[src/rtl/core/heap_sort_macros.svh]
// assertion macros shared by the heap sort rtl
`ifndef HEAP_SORT_MACROS_SVH
`define HEAP_SORT_MACROS_SVH

// same-cycle implication, sampled on clk_i, off during reset
`define HS_ASSERT_IMP(name, ante, cons, msg) \
  name: assert property (@(posedge clk_i) disable iff (!rst_ni) (ante) |-> (cons)) \
    else $error(msg);

// next-cycle implication, sampled on clk_i, off during reset
`define HS_ASSERT_NXT(name, ante, cons, msg) \
  name: assert property (@(posedge clk_i) disable iff (!rst_ni) (ante) |=> (cons)) \
    else $error(msg);

`endif

[src/rtl/core/hs_pkg.sv]
// shared types and constants of the heap sort block
package hs_pkg;

  localparam int unsigned HS_CAPACITY    = 64;
  localparam int unsigned HS_VALUE_WIDTH = 32;
  localparam int unsigned FIELD_W        = 32;

  // update of the loop index register
  typedef enum logic [2:0] {
    K_KEEP,
    K_HALF,
    K_LAST,
    K_ZERO,
    K_DEC,
    K_INC
  } k_op_e;

  // store read address selection
  typedef enum logic [1:0] {
    RD_NODE,
    RD_CHILD,
    RD_ROOT
  } rd_sel_e;

  typedef struct packed {
    logic    load;
    k_op_e   k_op;
    rd_sel_e rd_sel;
    logic    bld_init;
    logic    srt_init;
    logic    sift_leaf;
    logic    sift_step;
    logic    emit_ld;
    logic    clr;
  } hs_cmd_t;

  typedef struct packed {
    logic lc_in;
    logic descend;
    logic k_zero;
    logic k_one;
    logic cnt_lt2;
    logic out_valid;
    logic out_beat;
    logic out_end;
  } hs_sts_t;

endpackage

[src/rtl/core/hs_if.sv]
// valid/ready channels of the heap sort block
interface hs_in_if import hs_pkg::*; ();
  logic                      valid;
  logic                      ready;
  logic signed [FIELD_W-1:0] value;
  logic                      last;

  modport source (output valid, output value, output last, input ready);
  modport sink (input valid, input value, input last, output ready);
endinterface

interface hs_out_if import hs_pkg::*; ();
  logic                      valid;
  logic                      ready;
  logic signed [FIELD_W-1:0] sorted_value;
  logic                      end_of_set;
  logic                      overflow;

  modport source (output valid, output sorted_value, output end_of_set, output overflow,
                  input ready);
  modport sink (input valid, input sorted_value, input end_of_set, input overflow,
                output ready);
endinterface

[src/rtl/core/heap_sort.sv]
// top level of the heap sort block
// Takes signed values one beat at a time into a store of CAPACITY entries until a beat
// with last set, then heap-sorts the set in place and returns it in ascending order,
// end_of_set on the largest value and overflow on every result if beats beyond capacity
// were dropped. No input is taken from the last beat until the final result is taken.
// Time is set by the single store with two read ports and one write port: each sift level
// reads both children, then compares and writes; each sift is set up by a read and a load
// state, and each result passes a read, a load and a wait state that holds on output stall.
module heap_sort import hs_pkg::*; #(
  parameter int unsigned CAPACITY    = HS_CAPACITY,
  parameter int unsigned VALUE_WIDTH = HS_VALUE_WIDTH
) (
  input logic     clk_i,
  input logic     rst_ni,
  hs_in_if.sink   in_i,
  hs_out_if.source out_o
);

  hs_cmd_t cmd;
  hs_sts_t sts;
  logic    in_ready;

  assign in_i.ready = in_ready;

  hs_ctrl u_ctrl (
    .clk_i      (clk_i),
    .rst_ni     (rst_ni),
    .in_valid_i (in_i.valid),
    .in_last_i  (in_i.last),
    .in_ready_o (in_ready),
    .sts_i      (sts),
    .cmd_o      (cmd)
  );

  hs_datapath #(
    .CAPACITY    (CAPACITY),
    .VALUE_WIDTH (VALUE_WIDTH)
  ) u_datapath (
    .clk_i          (clk_i),
    .rst_ni         (rst_ni),
    .cmd_i          (cmd),
    .sts_o          (sts),
    .value_i        (in_i.value),
    .sorted_value_o (out_o.sorted_value),
    .end_of_set_o   (out_o.end_of_set),
    .overflow_o     (out_o.overflow),
    .out_valid_o    (out_o.valid),
    .out_ready_i    (out_o.ready)
  );

endmodule

[src/rtl/core/hs_datapath.sv]
// heap store, sift datapath, loop counters and output register
`include "heap_sort_macros.svh"

module hs_datapath import hs_pkg::*; #(
  parameter int unsigned CAPACITY    = HS_CAPACITY,
  parameter int unsigned VALUE_WIDTH = HS_VALUE_WIDTH
) (
  input  logic                      clk_i,
  input  logic                      rst_ni,
  input  hs_cmd_t                   cmd_i,
  output hs_sts_t                   sts_o,
  input  logic signed [FIELD_W-1:0] value_i,
  output logic signed [FIELD_W-1:0] sorted_value_o,
  output logic                      end_of_set_o,
  output logic                      overflow_o,
  output logic                      out_valid_o,
  input  logic                      out_ready_i
);

  localparam int unsigned AW = $clog2(CAPACITY);
  localparam int unsigned CW = $clog2(CAPACITY + 1);
  localparam int unsigned XW = CW + 1;

  logic [VALUE_WIDTH-1:0] mem_q [CAPACITY];
  logic [VALUE_WIDTH-1:0] rd0_q, rd1_q, v_q;
  logic [CW-1:0]          count_q, k_q, size_q;
  logic [AW-1:0]          i_q;
  logic                   dropped_q;
  logic                   out_valid_q, out_end_q, out_ovf_q;
  logic [FIELD_W-1:0]     out_val_q;

  logic [AW-1:0]          ra0, ra1, wa;
  logic [VALUE_WIDTH-1:0] wd, in_fit, big_val;
  logic                   we, full;
  logic [XW-1:0]          lc, rc, big_idx;
  logic                   lc_in, rc_in, pick_r, descend;
  logic                   g_rl, g_lv, g_rv;
  logic signed [VALUE_WIDTH-1:0] s_l, s_r, s_v;

  assign full   = (count_q == CW'(CAPACITY));
  assign in_fit = VALUE_WIDTH'($unsigned(value_i));

  assign lc    = XW'({i_q, 1'b1});
  assign rc    = lc + XW'(1);
  assign lc_in = lc < XW'(size_q);
  assign rc_in = rc < XW'(size_q);

  // three compares side by side, then pick
  assign s_l     = rd0_q;
  assign s_r     = rd1_q;
  assign s_v     = v_q;
  assign g_rl    = s_r > s_l;
  assign g_lv    = s_l > s_v;
  assign g_rv    = s_r > s_v;
  assign pick_r  = rc_in && g_rl;
  assign big_val = pick_r ? rd1_q : rd0_q;
  assign big_idx = pick_r ? rc : lc;
  assign descend = pick_r ? g_rv : g_lv;

  always_comb begin
    case (cmd_i.rd_sel)
      RD_NODE: begin
        ra0 = k_q[AW-1:0];
        ra1 = k_q[AW-1:0];
      end
      RD_CHILD: begin
        ra0 = lc[AW-1:0];
        ra1 = rc[AW-1:0];
      end
      RD_ROOT: begin
        ra0 = '0;
        ra1 = k_q[AW-1:0];
      end
      default: begin
        ra0 = '0;
        ra1 = '0;
      end
    endcase
  end

  always_comb begin
    we = 1'b0;
    wa = i_q;
    wd = v_q;
    if (cmd_i.load) begin
      we = !full;
      wa = count_q[AW-1:0];
      wd = in_fit;
    end else if (cmd_i.srt_init) begin
      we = 1'b1;
      wa = k_q[AW-1:0];
      wd = rd0_q;
    end else if (cmd_i.sift_leaf) begin
      we = 1'b1;
    end else if (cmd_i.sift_step) begin
      we = 1'b1;
      wd = descend ? big_val : v_q;
    end
  end

  always_ff @(posedge clk_i) begin
    if (we) begin
      mem_q[wa] <= wd;
    end
    rd0_q <= mem_q[ra0];
    rd1_q <= mem_q[ra1];
  end

  always_ff @(posedge clk_i or negedge rst_ni) begin
    if (!rst_ni) begin
      count_q     <= '0;
      dropped_q   <= 1'b0;
      out_valid_q <= 1'b0;
    end else begin
      if (cmd_i.clr) begin
        count_q   <= '0;
        dropped_q <= 1'b0;
      end else if (cmd_i.load) begin
        if (full) begin
          dropped_q <= 1'b1;
        end else begin
          count_q <= count_q + CW'(1);
        end
      end
      if (cmd_i.emit_ld) begin
        out_valid_q <= 1'b1;
      end else if (out_valid_q && out_ready_i) begin
        out_valid_q <= 1'b0;
      end
    end
  end

  always_ff @(posedge clk_i) begin
    case (cmd_i.k_op)
      K_KEEP: k_q <= k_q;
      K_HALF: k_q <= count_q >> 1;
      K_LAST: k_q <= count_q - CW'(1);
      K_ZERO: k_q <= '0;
      K_DEC:  k_q <= k_q - CW'(1);
      K_INC:  k_q <= k_q + CW'(1);
      default: k_q <= k_q;
    endcase
    if (cmd_i.bld_init) begin
      v_q    <= rd0_q;
      i_q    <= k_q[AW-1:0];
      size_q <= count_q;
    end else if (cmd_i.srt_init) begin
      v_q    <= rd1_q;
      i_q    <= '0;
      size_q <= k_q;
    end else if (cmd_i.sift_step && descend) begin
      i_q <= big_idx[AW-1:0];
    end
    if (cmd_i.emit_ld) begin
      out_val_q <= FIELD_W'(s_l);
      out_end_q <= (k_q == count_q - CW'(1));
      out_ovf_q <= dropped_q;
    end
  end

  assign sorted_value_o = out_val_q;
  assign end_of_set_o   = out_end_q;
  assign overflow_o     = out_ovf_q;
  assign out_valid_o    = out_valid_q;

  assign sts_o.lc_in     = lc_in;
  assign sts_o.descend   = descend;
  assign sts_o.k_zero    = (k_q == '0);
  assign sts_o.k_one     = (k_q == CW'(1));
  assign sts_o.cnt_lt2   = (count_q < CW'(2));
  assign sts_o.out_valid = out_valid_q;
  assign sts_o.out_beat  = out_valid_q && out_ready_i;
  assign sts_o.out_end   = out_end_q;

  `HS_ASSERT_IMP(a_count_bound, 1'b1, count_q <= CW'(CAPACITY), "store count above capacity")
  `HS_ASSERT_IMP(a_sift_in_heap, cmd_i.sift_step, CW'(i_q) < size_q, "sift node outside heap")
  `HS_ASSERT_NXT(a_sift_descends, cmd_i.sift_step && descend, i_q > $past(i_q),
                 "sift did not move toward the leaves")

endmodule

[src/rtl/core/hs_ctrl.sv]
// sequencer for load, heap build, sort-down and emission
`include "heap_sort_macros.svh"

module hs_ctrl import hs_pkg::*; (
  input  logic    clk_i,
  input  logic    rst_ni,
  input  logic    in_valid_i,
  input  logic    in_last_i,
  output logic    in_ready_o,
  input  hs_sts_t sts_i,
  output hs_cmd_t cmd_o
);

  typedef enum logic [10:0] {
    S_LOAD      = 11'b000_0000_0001,
    S_START     = 11'b000_0000_0010,
    S_BLD_RD    = 11'b000_0000_0100,
    S_BLD_LD    = 11'b000_0000_1000,
    S_SIFT_RD   = 11'b000_0001_0000,
    S_SIFT_CMP  = 11'b000_0010_0000,
    S_SRT_RD    = 11'b000_0100_0000,
    S_SRT_SW    = 11'b000_1000_0000,
    S_EMIT_RD   = 11'b001_0000_0000,
    S_EMIT_LD   = 11'b010_0000_0000,
    S_EMIT_WAIT = 11'b100_0000_0000
  } state_e;

  state_e state_q, state_d;
  logic   phase_q, phase_d;  // 0 while building the heap, 1 while sorting down
  logic   sift_done;

  always_comb begin
    state_d    = state_q;
    phase_d    = phase_q;
    in_ready_o = 1'b0;
    sift_done  = 1'b0;
    cmd_o      = '0;
    cmd_o.k_op   = K_KEEP;
    cmd_o.rd_sel = RD_NODE;
    case (state_q)
      S_LOAD: begin
        in_ready_o = 1'b1;
        if (in_valid_i) begin
          cmd_o.load = 1'b1;
          if (in_last_i) begin
            state_d = S_START;
          end
        end
      end
      S_START: begin
        if (sts_i.cnt_lt2) begin
          cmd_o.k_op = K_ZERO;
          state_d    = S_EMIT_RD;
        end else begin
          cmd_o.k_op = K_HALF;
          phase_d    = 1'b0;
          state_d    = S_BLD_RD;
        end
      end
      S_BLD_RD: begin
        cmd_o.rd_sel = RD_NODE;
        state_d      = S_BLD_LD;
      end
      S_BLD_LD: begin
        cmd_o.bld_init = 1'b1;
        state_d        = S_SIFT_RD;
      end
      S_SIFT_RD: begin
        cmd_o.rd_sel = RD_CHILD;
        if (sts_i.lc_in) begin
          state_d = S_SIFT_CMP;
        end else begin
          cmd_o.sift_leaf = 1'b1;
          sift_done       = 1'b1;
        end
      end
      S_SIFT_CMP: begin
        cmd_o.sift_step = 1'b1;
        if (sts_i.descend) begin
          state_d = S_SIFT_RD;
        end else begin
          sift_done = 1'b1;
        end
      end
      S_SRT_RD: begin
        cmd_o.rd_sel = RD_ROOT;
        state_d      = S_SRT_SW;
      end
      S_SRT_SW: begin
        cmd_o.srt_init = 1'b1;
        state_d        = S_SIFT_RD;
      end
      S_EMIT_RD: begin
        cmd_o.rd_sel = RD_NODE;
        state_d      = S_EMIT_LD;
      end
      S_EMIT_LD: begin
        cmd_o.emit_ld = 1'b1;
        cmd_o.k_op    = K_INC;
        state_d       = S_EMIT_WAIT;
      end
      S_EMIT_WAIT: begin
        if (sts_i.out_beat) begin
          if (sts_i.out_end) begin
            cmd_o.clr = 1'b1;
            state_d   = S_LOAD;
          end else begin
            state_d = S_EMIT_RD;
          end
        end
      end
      default: begin
        state_d = S_LOAD;
      end
    endcase

    // next node of the build loop or next slot of the sort-down loop, or on to the next phase
    if (sift_done) begin
      if (!phase_q) begin
        if (sts_i.k_zero) begin
          cmd_o.k_op = K_LAST;
          phase_d    = 1'b1;
          state_d    = S_SRT_RD;
        end else begin
          cmd_o.k_op = K_DEC;
          state_d    = S_BLD_RD;
        end
      end else begin
        if (sts_i.k_one) begin
          cmd_o.k_op = K_ZERO;
          state_d    = S_EMIT_RD;
        end else begin
          cmd_o.k_op = K_DEC;
          state_d    = S_SRT_RD;
        end
      end
    end
  end

  always_ff @(posedge clk_i or negedge rst_ni) begin
    if (!rst_ni) begin
      state_q <= S_LOAD;
      phase_q <= 1'b0;
    end else begin
      state_q <= state_d;
      phase_q <= phase_d;
    end
  end

  `HS_ASSERT_IMP(a_no_load_while_emit, in_ready_o, !sts_i.out_valid,
                 "input taken while a result is pending")
  `HS_ASSERT_NXT(a_last_beat_to_load, sts_i.out_beat && sts_i.out_end, state_q == S_LOAD,
                 "final beat did not return to load")
  `HS_ASSERT_IMP(a_sort_slot_nonzero, state_q == S_SRT_RD, !sts_i.k_zero,
                 "sort-down reached slot zero")

endmodule

[src/flat_wrapper.sv]
// flat-port wrapper written by rule: the top's interface ports become plain ports
module heap_sort_flat import hs_pkg::*;
#(
  parameter int unsigned CAPACITY    = HS_CAPACITY,
  parameter int unsigned VALUE_WIDTH = HS_VALUE_WIDTH
)
  (clk_i, rst_ni, in_i_valid, in_i_value, in_i_last, in_i_ready, out_o_valid, out_o_sorted_value, out_o_end_of_set, out_o_overflow, out_o_ready);
  hs_in_if in_i_i ();
  hs_out_if out_o_i ();
  input logic clk_i;
  input logic rst_ni;
  input wire logic [$bits(in_i_i.valid)-1:0] in_i_valid;
  input wire logic [$bits(in_i_i.value)-1:0] in_i_value;
  input wire logic [$bits(in_i_i.last)-1:0] in_i_last;
  output wire logic [$bits(in_i_i.ready)-1:0] in_i_ready;
  output wire logic [$bits(out_o_i.valid)-1:0] out_o_valid;
  output wire logic [$bits(out_o_i.sorted_value)-1:0] out_o_sorted_value;
  output wire logic [$bits(out_o_i.end_of_set)-1:0] out_o_end_of_set;
  output wire logic [$bits(out_o_i.overflow)-1:0] out_o_overflow;
  input wire logic [$bits(out_o_i.ready)-1:0] out_o_ready;
  assign in_i_i.valid = in_i_valid;
  assign in_i_i.value = in_i_value;
  assign in_i_i.last = in_i_last;
  assign in_i_ready = in_i_i.ready;
  assign out_o_valid = out_o_i.valid;
  assign out_o_sorted_value = out_o_i.sorted_value;
  assign out_o_end_of_set = out_o_i.end_of_set;
  assign out_o_overflow = out_o_i.overflow;
  assign out_o_i.ready = out_o_ready;
  heap_sort #(.CAPACITY(CAPACITY), .VALUE_WIDTH(VALUE_WIDTH)) u_core (.clk_i(clk_i), .rst_ni(rst_ni), .in_i(in_i_i), .out_o(out_o_i));
endmodule
[config.mk]
export PLATFORM = sky130hd
export DESIGN_NAME = heap_sort_flat
export DESIGN_NICKNAME = d
export VERILOG_FILES = /design/src/rtl/core/hs_pkg.sv /design/src/rtl/core/hs_if.sv /design/src/rtl/core/heap_sort.sv /design/src/rtl/core/hs_datapath.sv /design/src/rtl/core/hs_ctrl.sv /design/src/flat_wrapper.sv
export VERILOG_INCLUDE_DIRS = /design/src /design/src/rtl/core
export SDC_FILE = /design/constraint.sdc
export NUM_CORES = 2
export LEC_CHECK = 0
export BUFFER_PORTS_ARGS = -buffer_cell sky130_fd_sc_hd__buf_2
export CORE_AREA = 2 2 556 780
export CTS_CLUSTER_SIZE = 25
export DETAILED_ROUTE_END_ITERATION = 10
export DIE_AREA = 0 0 558 782
export GPL_TIMING_DRIVEN = 1
export PLACE_DENSITY = 0.43
export SLEW_MARGIN = 5
export SYNTH_ARGS = -nofsm -noshare
export SYNTH_HDL_FRONTEND = slang
export SYNTH_HIERARCHICAL = 1
export SYNTH_SLANG_ARGS = --single-unit
[constraint.sdc]
create_clock -name clk_i -period 4.5 [get_ports clk_i]
set_input_delay 0.675 -clock clk_i [delete_from_list [all_inputs] [get_ports clk_i]]
set_output_delay 0.675 -clock clk_i [all_outputs]
set_load 0.005 [all_outputs]
==> impl_metrics.tcl <==
set metrics [dict create \
    critical_path.slowest_cell "sky130_fd_sc_hd__or3b_1" \
    track_usage_pct 19.0 \
    via_count 67892 \
    synth.net_count 6803 \
    worst_r2r_startpoint "u_core/u_ctrl/state_q[1]$_DFFE_PN0P_" \
    crit_path_cell_trace "nor4_4 -> nand3_1 -> or3b_1 -> inv_1 -> buf_12 -> nand2_1 -> a21oi_4 -> buf_4 -> buf_16 -> buf_4 -> mux4_2 -> nand2_1 -> and3_1 -> a311oi_2 -> a311oi_2 -> buf_4 -> a21oi_2 -> buf_4" \
    detailedPlacementHpwl_um 264000 \
    crit_path_frequent_cell "sky130_fd_sc_hd__buf_4" \
    gp_congestion 0.820 \
    route.final.wire_length_um 422000 \
    layout_setup_ws_ns 0.126 \
    tritoncts "yes" \
    crit_path_start "u_core/u_ctrl/state_q[1]$_DFFE_PN0P_" \
    antenna_found_initial 19 \
    rsz0062_at_grt "true" \
    cts_max_level 4 \
    clock_power_share_pct 26.3 \
    min_path_type "primary input to register" \
    crit_path_end_kind "register" \
    port_buffers 72 \
    final.hold.worst_slack_ns 0.141 \
    area_growth_pct 20.7 \
    postRouteAntennaNets 0 \
    place_ws_ns -0.696 \
    via_per_inst 5.19 \
    floorplan.initialDensity_pct 24.9 \
    critical_path_class "register to register" \
    grt_start_max_net_pins 69 \
    drv_cap 0 \
    r2r_cells 18 \
    internal_power_uw 46200 \
    slew_hr_pct 34.4 \
    hold_path_startpoint "in_i_last" \
    slew_violations 0 \
    layout-drive-gt1-share_pct 31.9 \
    path_depth 18 \
    syn_area_per_cell_um2 16.1 \
    worstSetupStartpointType "register" \
    peakVddDrop_v 0.000314 \
    max-clock-path-buffers 4 \
    largest_incremental_delay_on_the_critical_path_ns 0.48 \
    required_arrival_time_at_the_worst_endpoint_ns 5.28 \
    firstDrtPassIters 5 \
    fin_setup_tns_ns 0 \
    drc_errors 0 \
    grt_first_pass_wirelength_um 581000 \
    cp_data_arrival_time_ns 5.16 \
    netlist_area_um2 107000 \
    place_area_um2 122000 \
    min_period_over_period_pct 97.2 \
    sw_frac_of_total_pct 35.4 \
    final_report_hold_violation_count 0 \
    rows 285 \
    switching_component_of_the_power_uw 25300 \
    post_synth_inst_count 6650 \
    starting_drt_drc_count 6347 \
    cp_top_family "buffers and inverters" \
    worst-slew-pin-transition_ns 0.976 \
    clkSinkCount 2219 \
    floorplan.io_pins 73 \
    ctsRootBufferMaster "sky130_fd_sc_hd__clkbuf_16" \
    synth.yosys.warnings 6 \
    power_per_cell_area_nw_per_um2 554 \
    die_h_um 782 \
    wl_per_cell_um 32.3 \
    share_seq_of_total_power_pct 36.1 \
    fmaxAchievable_mhz 229 \
    run_status "finished, final reports clean" \
    timing.hold.worst_path_depth 3 \
    worstSkewPairLatency_ns 0.93 \
    design_area_um2 129000 \
    final_nets 7319 \
    combinational_fraction_of_design_power_pct 37.6 \
    dieArea_um2 436000 \
    first_global_vias 70524 \
    cellLeakagePower_uw 0.0424 \
    cp_num_buf_inv 7 \
    grt.overflow.total 0 \
    placeableCoreArea_um2 429000 \
    finalClockSkew_ns 0.0809 \
    setup_violations 0 \
    die_w_um 558 \
    num_cts_buffers 220 \
    finalWorstPathRequiredPeriod_ns 4.37 \
    worst_setup_hold_path_clk_slew_ns 0.06 \
    critical_path.max_fanout 34 \
]
stage by stage:
step / util [%] / power [µW] / std cells
6_report: 30.1 / 71500 / 13088
5_1_grt: 30.1 / 74200 / 13080
4_1_cts: 30.0 / 71900 / 13075
3_5_place_dp: 28.4 / 53000 / 12675
3_3_place_gp: 28.4 / 52900 / 12675
2_1_floorplan: - / 40600 / 6650
power by group through the flow:
stage | clock network [µW] | logic, µW | registers (µW)
after floorplan | 0 | 14600 | 26100
after global placement | 0 | 26700 | 26200
after detailed placement | 0 | 26800 | 26200
after CTS | 19300 | 26900 | 25800
after global routing | 19900 | 28400 | 25900
final | 18800 | 26900 | 25800
what timing repair did:
action	in CTS	in global routing
endpoints found under the setup margin	495	50
buffers inserted	3	2
hold endpoints to repair	21	0
gates cloned	0	2
hold buffers	2	0
resized for setup	18	42
pin swaps	2	6
cell usage in the layout (no fill, tap or decap), drive strengths merged, types with 10 or more instances in the layout:
cell / n
a31oi: 98
dfrtp: 20
a21oi: 157
clkbuf: 272
mux2: 36
dfxtp: 64
o21ai: 34
o221ai: 35
edfxtp: 2134
inv: 98
nor3: 16
ha: 116
clkinv: 99
buf: 808
a21o: 15
a311oi: 164
nand2b: 10
nor2: 149
nor4: 10
nand4: 23
a211oi: 42
and3: 161
mux2i: 46
nor2b: 18
xor2: 19
mux4: 987
nand3: 323
xnor2: 18
nand2: 1248
bufinv: 20
cell type report:
class | count | area, µm²
antenna | 9 | 22.5
clock buffer | 270 | 5930
clock inverter | 125 | 1150
fill | 42330 | 300000
inverter | 95 | 357
multi-input combinational | 3818 | 39300
sequential | 2219 | 65900
tap | 5740 | 7180
timing repair buffer | 812 | 9360
routing by layer:
| metal | GRT usage, % | up-vias | wire length [µm] |
|---|---|---|---|
| met5 | 0 | - | 61 |
| met4 | 7.23 | 10 | 17900 |
| met3 | 2.40 | 670 | 23900 |
| met2 | 33.9 | 2600 | 218000 |
| met1 | 23.1 | 36763 | 162000 |
| li1 | - | 27849 | - |
path summary, 6_finish.rpt:
path / slack [ns] / end
worst max-delay path: 0.13 / u_core/u_datapath/rd0_q[7]$_DFF_P_
worst min-delay path: 0.14 / u_core/u_ctrl/state_q[0]$_DFFE_PN1P_
worst max register to register: 0.13 / u_core/u_datapath/rd0_q[7]$_DFF_P_
worst min register to register: 0.48 / u_core/u_datapath/overflow_o$_DFFE_PP_
max in group asynchronous: 3.81 / u_core/u_ctrl/state_q[0]$_DFFE_PN1P_
min in group asynchronous: 0.32 / u_core/u_datapath/out_valid_o$_DFFE_PN0P_
worst reg2reg max path, stage by stage (launching register included):
cell                       delay (ns)
sky130_fd_sc_hd__dfrtp_1         0.41
sky130_fd_sc_hd__nor4_4          0.29
sky130_fd_sc_hd__nand3_1         0.13
sky130_fd_sc_hd__or3b_1          0.48
sky130_fd_sc_hd__inv_1           0.13
sky130_fd_sc_hd__buf_12          0.16
sky130_fd_sc_hd__nand2_1         0.14
sky130_fd_sc_hd__a21oi_4         0.28
sky130_fd_sc_hd__buf_4           0.18
sky130_fd_sc_hd__buf_16          0.24
sky130_fd_sc_hd__buf_4           0.26
sky130_fd_sc_hd__mux4_2          0.29
sky130_fd_sc_hd__nand2_1         0.08
sky130_fd_sc_hd__and3_1          0.20
sky130_fd_sc_hd__a311oi_2        0.08
sky130_fd_sc_hd__a311oi_2        0.40
sky130_fd_sc_hd__buf_4           0.24
sky130_fd_sc_hd__a21oi_2         0.07
sky130_fd_sc_hd__buf_4           0.19
flip-flops by register name, indices dropped and copies added (netlist names), 6 cells and up:
signal,flops
u_core/u_datapath/sorted_value_o,32
u_core/u_datapath/i_q,6
u_core/u_ctrl/state_q,11
u_core/u_datapath/k_q,7
u_core/u_datapath/count_q,7
u_core/u_datapath/mem_q,2048
u_core/u_datapath/rd0_q,32
u_core/u_datapath/s_v,32
u_core/u_datapath/rd1_q,32
u_core/u_datapath/size_q,7
(Power assumes the default switching activity.)
